`src/hdl/first_match_ternary_guard_table_top_macros.svh`:
```
// Assertion helpers for the guard table block.
// Each macro expects clk and rst_n in scope and is switched off while in reset.
`ifndef FIRST_MATCH_TERNARY_GUARD_TABLE_TOP_MACROS_SVH
`define FIRST_MATCH_TERNARY_GUARD_TABLE_TOP_MACROS_SVH

// Same-cycle implication.
`define FMTGT_ASSERT_NOW(label, ante, cons, msg) \
    label: assert property (@(posedge clk) disable iff (!rst_n) (ante) |-> (cons)) \
        else $error(msg);

// Next-cycle implication.
`define FMTGT_ASSERT_NEXT(label, ante, cons, msg) \
    label: assert property (@(posedge clk) disable iff (!rst_n) (ante) |=> (cons)) \
        else $error(msg);

`endif

```
`src/hdl/fmtgt_pkg.sv`:
```
`default_nettype none

package fmtgt_pkg;

    // Table geometry.
    localparam int MAX_ENTRIES = 256;
    localparam int KEY_BITS    = 5;
    localparam int ADDR_W      = $clog2(MAX_ENTRIES);
    localparam int CNT_W       = ADDR_W + 1;
    localparam int VARIANT_W   = 8;
    localparam int ENTRY_W     = 2 * KEY_BITS + VARIANT_W;

    // Result cost counter.
    localparam int COST_W   = 11;
    localparam int STEP_W   = 3;
    localparam int COST_MAX = 2047;

    // Configuration port.
    localparam int CFG_COUNT_W = 9;
    localparam int DATA_W      = 32;
    localparam int PADDR_W     = 3;

    // Register indexes.
    localparam logic CFG_ENTRY_COUNT = 1'b0;
    localparam logic CFG_FALLBACK    = 1'b1;

    // Item function codes.
    localparam logic FUNC_WRITE  = 1'b0;
    localparam logic FUNC_LOOKUP = 1'b1;

    // Input word.
    typedef struct packed {
        logic                 func;
        logic [7:0]           entry_index;
        logic [KEY_BITS-1:0]  care_mask;
        logic [KEY_BITS-1:0]  care_values;
        logic [VARIANT_W-1:0] entry_variant;
        logic [KEY_BITS-1:0]  fact_key;
    } item_t;

    // Result word.
    typedef struct packed {
        logic [VARIANT_W-1:0] chosen_variant;
        logic                 used_fallback;
        logic [COST_W-1:0]    step_cost;
    } result_t;

    // One stored guard entry.
    typedef struct packed {
        logic [KEY_BITS-1:0]  care_mask;
        logic [KEY_BITS-1:0]  care_values;
        logic [VARIANT_W-1:0] variant;
    } entry_t;

    // Outcome of checking one entry against a key.
    typedef struct packed {
        logic              hit;
        logic [STEP_W-1:0] steps;
    } check_t;

    // Walk the cared bits from bit 0 upward, stopping at the first mismatch.
    function automatic check_t check_entry(input logic [KEY_BITS-1:0] mask,
                                           input logic [KEY_BITS-1:0] vals,
                                           input logic [KEY_BITS-1:0] key);
        check_t r;
        logic   stop;
        int     d;
        r.hit   = 1'b1;
        r.steps = STEP_W'(1);
        stop    = 1'b0;
        for (d = 0; d < KEY_BITS; d++) begin
            if (!stop && mask[d]) begin
                r.steps = r.steps + STEP_W'(1);
                if (key[d] != vals[d]) begin
                    r.hit = 1'b0;
                    stop  = 1'b1;
                end
            end
        end
        return r;
    endfunction

    // Saturating add of a small step count to the running cost.
    function automatic logic [COST_W-1:0] cost_add(input logic [COST_W-1:0] a,
                                                   input logic [STEP_W:0]   b);
        logic [COST_W:0] s;
        s = {1'b0, a} + (COST_W+1)'(b);
        if (s > (COST_W+1)'(COST_MAX)) begin
            return COST_W'(COST_MAX);
        end
        return s[COST_W-1:0];
    endfunction

endpackage

`default_nettype wire

```
`src/hdl/first_match_ternary_guard_table_top.sv`:
```
// Write word: taken while idle, the next word may follow in the next cycle; gives no result.
// Lookup over n entries in use (n capped at the table size): entries are read in order and
// checked as they return, stopping at the first hit; on a miss or an empty table the fallback
// answers. One lookup at a time: the next word is taken once the result word is written out,
// later while an earlier result word is held by result_stall.
// Reset (rst_n, asynchronous, active low) clears the sequencer, output and both registers.
`default_nettype none

module first_match_ternary_guard_table_top (
    input  wire logic                            clk,
    input  wire logic                            rst_n,
    // Input words.
    input  wire logic                            item_valid,
    output      logic                            item_stall,
    input  wire fmtgt_pkg::item_t                item,
    // Result words.
    output      logic                            result_valid,
    input  wire logic                            result_stall,
    output      fmtgt_pkg::result_t              result,
    // Configuration port.
    input  wire logic                            psel,
    input  wire logic                            penable,
    input  wire logic                            pwrite,
    input  wire logic [fmtgt_pkg::PADDR_W-1:0]   paddr,
    input  wire logic [fmtgt_pkg::DATA_W-1:0]    pwdata,
    output      logic [fmtgt_pkg::DATA_W-1:0]    prdata,
    output      logic                            pready
);

    typedef enum logic [1:0] {
        S_IDLE,
        S_SCAN,
        S_EMIT
    } state_t;

    state_t                                state_reg, state_next;
    logic [fmtgt_pkg::CNT_W-1:0]           n_reg, n_next;
    logic [fmtgt_pkg::CNT_W-1:0]           iss_reg, iss_next;
    logic                                  rv_reg, rv_next;
    logic [fmtgt_pkg::COST_W-1:0]          cost_reg, cost_next;
    logic [fmtgt_pkg::KEY_BITS-1:0]        key_reg, key_next;
    fmtgt_pkg::result_t                    pend_reg, pend_next;
    fmtgt_pkg::result_t                    res_reg, res_next;
    logic                                  result_valid_reg, result_valid_next;
    logic [fmtgt_pkg::CFG_COUNT_W-1:0]     cfg_count_reg, cfg_count_next;
    logic [fmtgt_pkg::VARIANT_W-1:0]       cfg_fallback_reg, cfg_fallback_next;

    logic                                  cfg_wr;
    logic                                  cfg_sel;
    logic [fmtgt_pkg::CNT_W-1:0]           n_clamp;
    logic                                  ram_we;
    logic                                  rd_en;
    logic [fmtgt_pkg::ENTRY_W-1:0]         ram_wdata;
    logic [fmtgt_pkg::ENTRY_W-1:0]         ram_rdata;
    fmtgt_pkg::entry_t                     ent;
    fmtgt_pkg::check_t                     chk;
    logic [fmtgt_pkg::COST_W-1:0]          cost_after;
    logic                                  emit_go;

    // Guard table storage.
    fmtgt_ram #(
        .WIDTH (fmtgt_pkg::ENTRY_W),
        .DEPTH (fmtgt_pkg::MAX_ENTRIES)
    ) u_table (
        .clk   (clk),
        .we    (ram_we),
        .waddr (fmtgt_pkg::ADDR_W'(item.entry_index)),
        .wdata (ram_wdata),
        .re    (rd_en),
        .raddr (iss_reg[fmtgt_pkg::ADDR_W-1:0]),
        .rdata (ram_rdata)
    );

    assign ram_wdata = {item.care_mask, item.care_values, item.entry_variant};

    // Configuration port decode and read-back.
    assign pready  = 1'b1;
    assign cfg_sel = paddr[2];
    assign cfg_wr  = psel && penable && pwrite;

    always_comb
    begin
        unique case (cfg_sel)
            fmtgt_pkg::CFG_ENTRY_COUNT: prdata = fmtgt_pkg::DATA_W'(cfg_count_reg);
            fmtgt_pkg::CFG_FALLBACK:    prdata = fmtgt_pkg::DATA_W'(cfg_fallback_reg);
            default:                    prdata = '0;
        endcase
    end

    // The scan never runs beyond the table.
    always_comb
    begin
        if (int'(cfg_count_reg) > fmtgt_pkg::MAX_ENTRIES)
        begin
            n_clamp = fmtgt_pkg::CNT_W'(fmtgt_pkg::MAX_ENTRIES);
        end
        else
        begin
            n_clamp = fmtgt_pkg::CNT_W'(cfg_count_reg);
        end
    end

    // Shared check unit: one entry per cycle against the held key.
    assign ent        = fmtgt_pkg::entry_t'(ram_rdata);
    assign chk        = fmtgt_pkg::check_entry(ent.care_mask, ent.care_values, key_reg);
    assign cost_after = fmtgt_pkg::cost_add(cost_reg, {1'b0, chk.steps});
    assign emit_go    = !result_valid_reg || !result_stall;

    // Sequencer next-state logic. The answer waits in its own register so that a
    // result word held by the receiver is left untouched.
    always_comb
    begin
        state_next        = state_reg;
        n_next            = n_reg;
        iss_next          = iss_reg;
        rv_next           = 1'b0;
        cost_next         = cost_reg;
        key_next          = key_reg;
        pend_next         = pend_reg;
        res_next          = res_reg;
        result_valid_next = result_valid_reg && result_stall;
        cfg_count_next    = cfg_count_reg;
        cfg_fallback_next = cfg_fallback_reg;
        ram_we            = 1'b0;
        rd_en             = 1'b0;

        if (cfg_wr)
        begin
            unique case (cfg_sel)
                fmtgt_pkg::CFG_ENTRY_COUNT:
                    cfg_count_next = pwdata[fmtgt_pkg::CFG_COUNT_W-1:0];
                fmtgt_pkg::CFG_FALLBACK:
                    cfg_fallback_next = pwdata[fmtgt_pkg::VARIANT_W-1:0];
                default: ;
            endcase
        end

        unique case (state_reg)
            S_IDLE:
            begin
                if (item_valid)
                begin
                    if (item.func == fmtgt_pkg::FUNC_LOOKUP)
                    begin
                        key_next  = item.fact_key;
                        n_next    = n_clamp;
                        iss_next  = '0;
                        cost_next = '0;
                        if (n_clamp == '0)
                        begin
                            // Empty table: straight to the fallback answer.
                            pend_next.chosen_variant = cfg_fallback_reg;
                            pend_next.used_fallback  = 1'b1;
                            pend_next.step_cost      = fmtgt_pkg::COST_W'(1);
                            state_next               = S_EMIT;
                        end
                        else
                        begin
                            state_next = S_SCAN;
                        end
                    end
                    else
                    begin
                        ram_we = int'(item.entry_index) < fmtgt_pkg::MAX_ENTRIES;
                    end
                end
            end

            S_SCAN:
            begin
                // Issue the next read while the previous entry is checked.
                rd_en = iss_reg < n_reg;
                if (rd_en)
                begin
                    iss_next = iss_reg + fmtgt_pkg::CNT_W'(1);
                end
                rv_next = rd_en;
                if (rv_reg)
                begin
                    if (chk.hit)
                    begin
                        pend_next.chosen_variant = ent.variant;
                        pend_next.used_fallback  = 1'b0;
                        pend_next.step_cost      = cost_after;
                        rv_next                  = 1'b0;
                        state_next               = S_EMIT;
                    end
                    else if (!rd_en)
                    begin
                        // Last entry missed as well.
                        pend_next.chosen_variant = cfg_fallback_reg;
                        pend_next.used_fallback  = 1'b1;
                        pend_next.step_cost      = fmtgt_pkg::cost_add(cost_after,
                                                       (fmtgt_pkg::STEP_W+1)'(1));
                        state_next               = S_EMIT;
                    end
                    else
                    begin
                        cost_next = cost_after;
                    end
                end
            end

            S_EMIT:
            begin
                if (emit_go)
                begin
                    res_next          = pend_reg;
                    result_valid_next = 1'b1;
                    state_next        = S_IDLE;
                end
            end

            default:
            begin
                state_next = S_IDLE;
            end
        endcase
    end

    // State, counters, configuration and the output register.
    always_ff @(posedge clk or negedge rst_n)
    begin
        if (!rst_n)
        begin
            state_reg        <= S_IDLE;
            n_reg            <= '0;
            iss_reg          <= '0;
            rv_reg           <= 1'b0;
            cost_reg         <= '0;
            key_reg          <= '0;
            pend_reg         <= '0;
            res_reg          <= '0;
            result_valid_reg <= 1'b0;
            cfg_count_reg    <= '0;
            cfg_fallback_reg <= '0;
        end
        else
        begin
            state_reg        <= state_next;
            n_reg            <= n_next;
            iss_reg          <= iss_next;
            rv_reg           <= rv_next;
            cost_reg         <= cost_next;
            key_reg          <= key_next;
            pend_reg         <= pend_next;
            res_reg          <= res_next;
            result_valid_reg <= result_valid_next;
            cfg_count_reg    <= cfg_count_next;
            cfg_fallback_reg <= cfg_fallback_next;
        end
    end

    // Outputs.
    assign item_stall   = (state_reg != S_IDLE);
    assign result_valid = result_valid_reg;
    assign result       = res_reg;

    // Checks.
`include "first_match_ternary_guard_table_top_macros.svh"

    `FMTGT_ASSERT_NOW(a_rv_in_scan, rv_reg, state_reg == S_SCAN,
        "Read data marked valid outside the scan.")
    `FMTGT_ASSERT_NEXT(a_iss_step, (state_reg == S_SCAN) && rd_en,
        iss_reg == ($past(iss_reg) + fmtgt_pkg::CNT_W'(1)),
        "Scan pointer did not advance after a read.")
    `FMTGT_ASSERT_NOW(a_new_result_from_emit, $rose(result_valid_reg),
        $past(state_reg == S_EMIT),
        "Result word appeared without an emit step.")
    `FMTGT_ASSERT_NOW(a_cost_nonzero, result_valid_reg, res_reg.step_cost != '0,
        "Result word carries a zero step cost.")

endmodule

`default_nettype wire

```
`src/hdl/fmtgt_ram.sv`:
```
`default_nettype none

// Simple dual-port RAM: one write port, one read port with registered data.
module fmtgt_ram #(
    parameter int WIDTH = 8,
    parameter int DEPTH = 256
) (
    input  wire logic                     clk,
    input  wire logic                     we,
    input  wire logic [$clog2(DEPTH)-1:0] waddr,
    input  wire logic [WIDTH-1:0]         wdata,
    input  wire logic                     re,
    input  wire logic [$clog2(DEPTH)-1:0] raddr,
    output      logic [WIDTH-1:0]         rdata
);

    logic [WIDTH-1:0] mem [DEPTH];

    // Write port.
    always_ff @(posedge clk)
    begin
        if (we)
        begin
            mem[waddr] <= wdata;
        end
    end

    // Registered read port.
    always_ff @(posedge clk)
    begin
        if (re)
        begin
            rdata <= mem[raddr];
        end
    end

endmodule

`default_nettype wire

```
`config.mk`:
```
export PLATFORM = sky130hd
export DESIGN_NAME = first_match_ternary_guard_table_top
export DESIGN_NICKNAME = d
export VERILOG_FILES = /design/src/hdl/fmtgt_pkg.sv /design/src/hdl/first_match_ternary_guard_table_top.sv /design/src/hdl/fmtgt_ram.sv
export VERILOG_INCLUDE_DIRS = /design/src /design/src/hdl
export SDC_FILE = /design/constraint.sdc
export NUM_CORES = 2
export LEC_CHECK = 0
export BUFFER_PORTS_ARGS = -buffer_cell sky130_fd_sc_hd__clkbuf_2
export CAP_MARGIN = 20
export CORE_UTILIZATION = 55
export CTS_BUF_LIST = sky130_fd_sc_hd__clkbuf_8
export DETAILED_ROUTE_END_ITERATION = 10
export PLACE_DENSITY = 0.68
export SLEW_MARGIN = 5
export SYNTH_ARGS = -nofsm -noshare
export SYNTH_HDL_FRONTEND = slang
export SYNTH_MEMORY_MAX_BITS = 65536
export SYNTH_SLANG_ARGS = --single-unit
```
`constraint.sdc`:
```
create_clock -name clk -period 14.7 [get_ports clk]
set_input_delay 2.94 -clock clk [delete_from_list [all_inputs] [get_ports clk]]
set_output_delay 2.94 -clock clk [all_outputs]
set_load 0.1 [all_outputs]
```
==> impl_metrics.prom <==
# TYPE chip_impl_metric gauge
chip_impl_info{name="status",value="finished, final reports clean"} 1
chip_impl_metric{name="fmax",unit="MHz"} 146
chip_impl_metric{name="drc",unit=""} 0
chip_impl_info{name="layout.cells.most_common",value="sky130_fd_sc_hd__edfxtp_1"} 1
chip_impl_metric{name="setup_total_negative_slack",unit="ps"} 0
chip_impl_metric{name="sequential_area",unit="µm²"} 141000
chip_impl_metric{name="r2r.worst_path.cells",unit=""} 10
chip_impl_metric{name="die_width",unit="µm"} 579
chip_impl_metric{name="postCtsSetupBuffers",unit=""} 0
chip_impl_metric{name="final-instance-count-excl-fill",unit=""} 13938
chip_impl_metric{name="timing.reg2reg.setup_slack",unit="ps"} 8000
chip_impl_metric{name="multiInputGateArea",unit="µm²"} 39600
chip_impl_metric{name="postCtsResizedCells",unit=""} 0
chip_impl_metric{name="drt_pre_antenna_iters",unit=""} 6
chip_impl_metric{name="max_slew_margin",unit=""} 0.103
chip_impl_metric{name="routed_via_density",unit=""} 6.60
chip_impl_metric{name="synth-edff-count",unit=""} 4626
chip_impl_metric{name="hpwlAfterDp",unit="µm"} 284000
chip_impl_metric{name="share_of_the_cycle_needed_by_the_critical_path_after_routing",unit=""} 0.467
chip_impl_metric{name="synth_cell_types",unit=""} 84
chip_impl_metric{name="ctsHtreeMaxLevel",unit=""} 6
chip_impl_metric{name="clk-insertion-delay-late",unit="ps"} 1250
chip_impl_metric{name="post-route-util",unit=""} 0.618
chip_impl_metric{name="final_layout_size_suffix_gt1_frac",unit=""} 0.310
chip_impl_metric{name="critical_path_required",unit="ps"} 11760
chip_impl_metric{name="port_buffers",unit=""} 79
chip_impl_metric{name="peakVddDrop",unit="mV"} 0.128
chip_impl_metric{name="cts-root-to-sink-buffers",unit=""} 4
chip_impl_metric{name="die-height",unit="µm"} 579
chip_impl_metric{name="syn-cell-area",unit="µm²"} 183000
chip_impl_metric{name="synthesis.instances",unit=""} 8196
chip_impl_metric{name="floorplan_die_area",unit="µm²"} 335000
chip_impl_info{name="crit-reg2reg-launch",value="iss_reg[0]"} 1
chip_impl_info{name="hp-class",value="reg -> reg"} 1
chip_impl_metric{name="synthesis.area_per_instance",unit="µm²"} 22.3
chip_impl_metric{name="final_antenna_net_count",unit=""} 0
chip_impl_info{name="grt_setup_unrepaired",value="no"} 1
chip_impl_metric{name="fillers",unit=""} 22267
chip_impl_metric{name="worst-endpoint-arrival",unit="ps"} 3920
chip_impl_info{name="regToRegEndpoint",value="u_table.rdata[14]"} 1
chip_impl_metric{name="placement.cell_area",unit="µm²"} 191000
chip_impl_metric{name="synthesis.yosys.warnings",unit=""} 0
chip_impl_metric{name="antenna_violations_before_repair",unit=""} 16
chip_impl_metric{name="ioPinCount",unit=""} 129
chip_impl_metric{name="fin_area",unit="µm²"} 204000
chip_impl_metric{name="initial_utilization",unit=""} 0.553
chip_impl_metric{name="synth_sequential_area_ratio",unit=""} 0.773
chip_impl_metric{name="timing_hold_violations_final",unit=""} 0
chip_impl_metric{name="numClockSinks",unit=""} 4721
chip_impl_metric{name="power.total",unit="mW"} 33.0
chip_impl_metric{name="average_wire_per_cell_in_the_routed_design",unit="µm"} 35.4
chip_impl_metric{name="globalRouteOverflowTotal",unit=""} 0
chip_impl_metric{name="slew_violations",unit=""} 0
chip_impl_metric{name="vias",unit=""} 91926
chip_impl_metric{name="layout.nets",unit=""} 9070
chip_impl_metric{name="ys_async_sr_fraction",unit=""} 0.0201
chip_impl_metric{name="fin_skew",unit="ps"} 60.3
chip_impl_metric{name="largest_net_degree_at_the_start_of_global_routing",unit=""} 130
chip_impl_metric{name="routabilityCongestion",unit=""} 0.882
chip_impl_metric{name="pwr_density_cell",unit="nW/µm²"} 162
chip_impl_metric{name="first_global_vias",unit=""} 91822
chip_impl_metric{name="setup-violations-final",unit=""} 0
chip_impl_metric{name="clkTransAtPathRegs",unit="ps"} 50
chip_impl_info{name="cts_tree",value="built"} 1
chip_impl_metric{name="track_usage",unit=""} 0.295
chip_impl_info{name="postSynth.topFlopCell",value="sky130_fd_sc_hd__edfxtp_1"} 1
chip_impl_info{name="cp-start-kind",value="input pin"} 1
chip_impl_metric{name="drv_cap",unit=""} 0
chip_impl_metric{name="max_ffs_per_register",unit=""} 4608
chip_impl_metric{name="areaGrowthSynthToFinish",unit="%"} 11.7
chip_impl_metric{name="cts_buffers",unit=""} 721
chip_impl_info{name="end_point_of_the_most_critical_hold_path",value="n_reg[0]"} 1
chip_impl_info{name="clk_root_buffer_cell",value="sky130_fd_sc_hd__clkbuf_8"} 1
chip_impl_metric{name="synth-seq-cells",unit=""} 4721
chip_impl_info{name="hp-start",value="n_reg[0]"} 1
chip_impl_metric{name="drt_iter0_drc",unit=""} 12699
chip_impl_metric{name="core",unit="µm²"} 331000
chip_impl_metric{name="max_slew.worst_pin.slew",unit="ps"} 1340
chip_impl_metric{name="hold-path-cell-count",unit=""} 2
chip_impl_metric{name="numPlacedInstances",unit=""} 12586
chip_impl_metric{name="total_leakage_power",unit="nW"} 64.2
chip_impl_info{name="critical_path_end_type",value="output pin"} 1
chip_impl_metric{name="global_route_wire_length_before_repair",unit="µm"} 687000
chip_impl_info{name="leading_cell_types_in_the_layout_fill_and_taps_excluded",value="sky130_fd_sc_hd__edfxtp_1, sky130_fd_sc_hd__mux4_2, sky130_fd_sc_hd__clkbuf_8, sky130_fd_sc_hd__mux2i_1, sky130_fd_sc_hd__buf_4"} 1
chip_impl_metric{name="critical_path.max_fanout",unit=""} 11
chip_impl_metric{name="rows",unit=""} 211
chip_impl_metric{name="postRouteWirelength",unit="µm"} 493000
chip_impl_metric{name="cts_hold_buf",unit=""} 0
chip_impl_info{name="worst-setup-path-type",value="in -> out"} 1
chip_impl_metric{name="fin_crit",unit="ps"} 6860
power by group:
part | switching [mW] | internal (mW)
Clock | 5.07 | 4.81
Sequential | 0.213 | 14.9
Combinational | 4.70 | 3.27
Total | 9.98 | 23.0
cell families (layout without fill, tap and decap cells):
group	count (synthesis)	count (layout)	synth area share
and+or+nand+nor	708	708	0.0167
other	2	43	0.0000411
adders and majority gates	18	18	0.00127
AOI/OAI and AO/OA	601	601	0.0231
muxes	1616	1616	0.169
DFF	4721	4721	0.773
buffers and inverters	508	1843	0.0157
xor gates and xnor gates	22	22	0.00105
layout make-up:
class / count / share of cell area
Sequential cell: 4721 / 0.692
Multi-Input combinational cell: 2989 / 0.194
Clock buffer: 739 / 0.0498
Tap cell: 4366 / 0.0268
Timing Repair Buffer: 521 / 0.0238
Clock inverter: 559 / 0.0132
Inverter: 24 / 0.000490
Antenna cell: 19 / 0.000233
cell usage after synthesis, types with 12 or more instances:
cell                          n  area [µm²]
sky130_fd_sc_hd__edfxtp_1  4626      139000
sky130_fd_sc_hd__o22ai_1     41         257
sky130_fd_sc_hd__a22oi_1     43         323
sky130_fd_sc_hd__a221oi_1    61         534
sky130_fd_sc_hd__nand3b_1    12        90.1
sky130_fd_sc_hd__clkbuf_1   145         544
sky130_fd_sc_hd__buf_1       27         101
sky130_fd_sc_hd__mux2i_1    365        3650
sky130_fd_sc_hd__mux2_2      75         845
sky130_fd_sc_hd__dfrtp_1     95        2380
sky130_fd_sc_hd__ha_1        17         213
sky130_fd_sc_hd__nor2b_1     17         106
sky130_fd_sc_hd__a211oi_1    24         180
sky130_fd_sc_hd__buf_6       40         450
sky130_fd_sc_hd__buf_2      167         836
sky130_fd_sc_hd__nand2b_1    14        87.6
sky130_fd_sc_hd__nand3_1     40         200
sky130_fd_sc_hd__xnor2_1     12         105
sky130_fd_sc_hd__buf_4       98         736
sky130_fd_sc_hd__o211ai_1    15         113
sky130_fd_sc_hd__o221ai_1    58         508
sky130_fd_sc_hd__o31ai_1     13        97.6
sky130_fd_sc_hd__a22o_1      20         175
sky130_fd_sc_hd__o21ai_0    109         546
sky130_fd_sc_hd__nor2_1     355        1330
sky130_fd_sc_hd__a21oi_1    101         505
sky130_fd_sc_hd__nand2_1    181         679
sky130_fd_sc_hd__nor3_1      29         145
sky130_fd_sc_hd__mux4_2    1176       26500
sky130_fd_sc_hd__a31oi_1     26         163
sky130_fd_sc_hd__and3_1      12        75.1
sky130_fd_sc_hd__inv_1       21        78.8
metal layers:
metal  global-route usage  wire length [µm]  up-vias
met3               0.0717             55300     1003
met4                0.129             22500        2
met2                0.458            233000     5893
met5                    0                13        -
met1                0.403            182000    48670
li1                     -                 -    36358
worst max path at each step:
stage | slack (ps) | endpoint | startpoint
2_1_floorplan | 7250 | prdata[8] | paddr[2]
4_1_cts | 7830 | prdata[6] | paddr[2]
5_1_grt | 7790 | prdata[2] | paddr[2]
6_report | 7840 | prdata[0] | paddr[2]
3_3_place_gp | 7780 | u_table.mem[176][17] | item_valid
3_5_place_dp | 7820 | prdata[0] | paddr[2]
critical path: stages:
cell	delay, ps
sky130_fd_sc_hd__clkbuf_2	230
sky130_fd_sc_hd__mux2_2	370
sky130_fd_sc_hd__clkbuf_2	370
per-stage QoR:
| stage | hold WS [ps] | worst slack [ps] |
|---|---|---|
| global route | 492 | 7790 |
| floorplan | 440 | 7250 |
| global placement | 472 | 7780 |
| CTS | 479 | 7830 |
| detailed placement | 461 | 7820 |
| finish | 476 | 7840 |
Power figures use the tool's default switching activity.
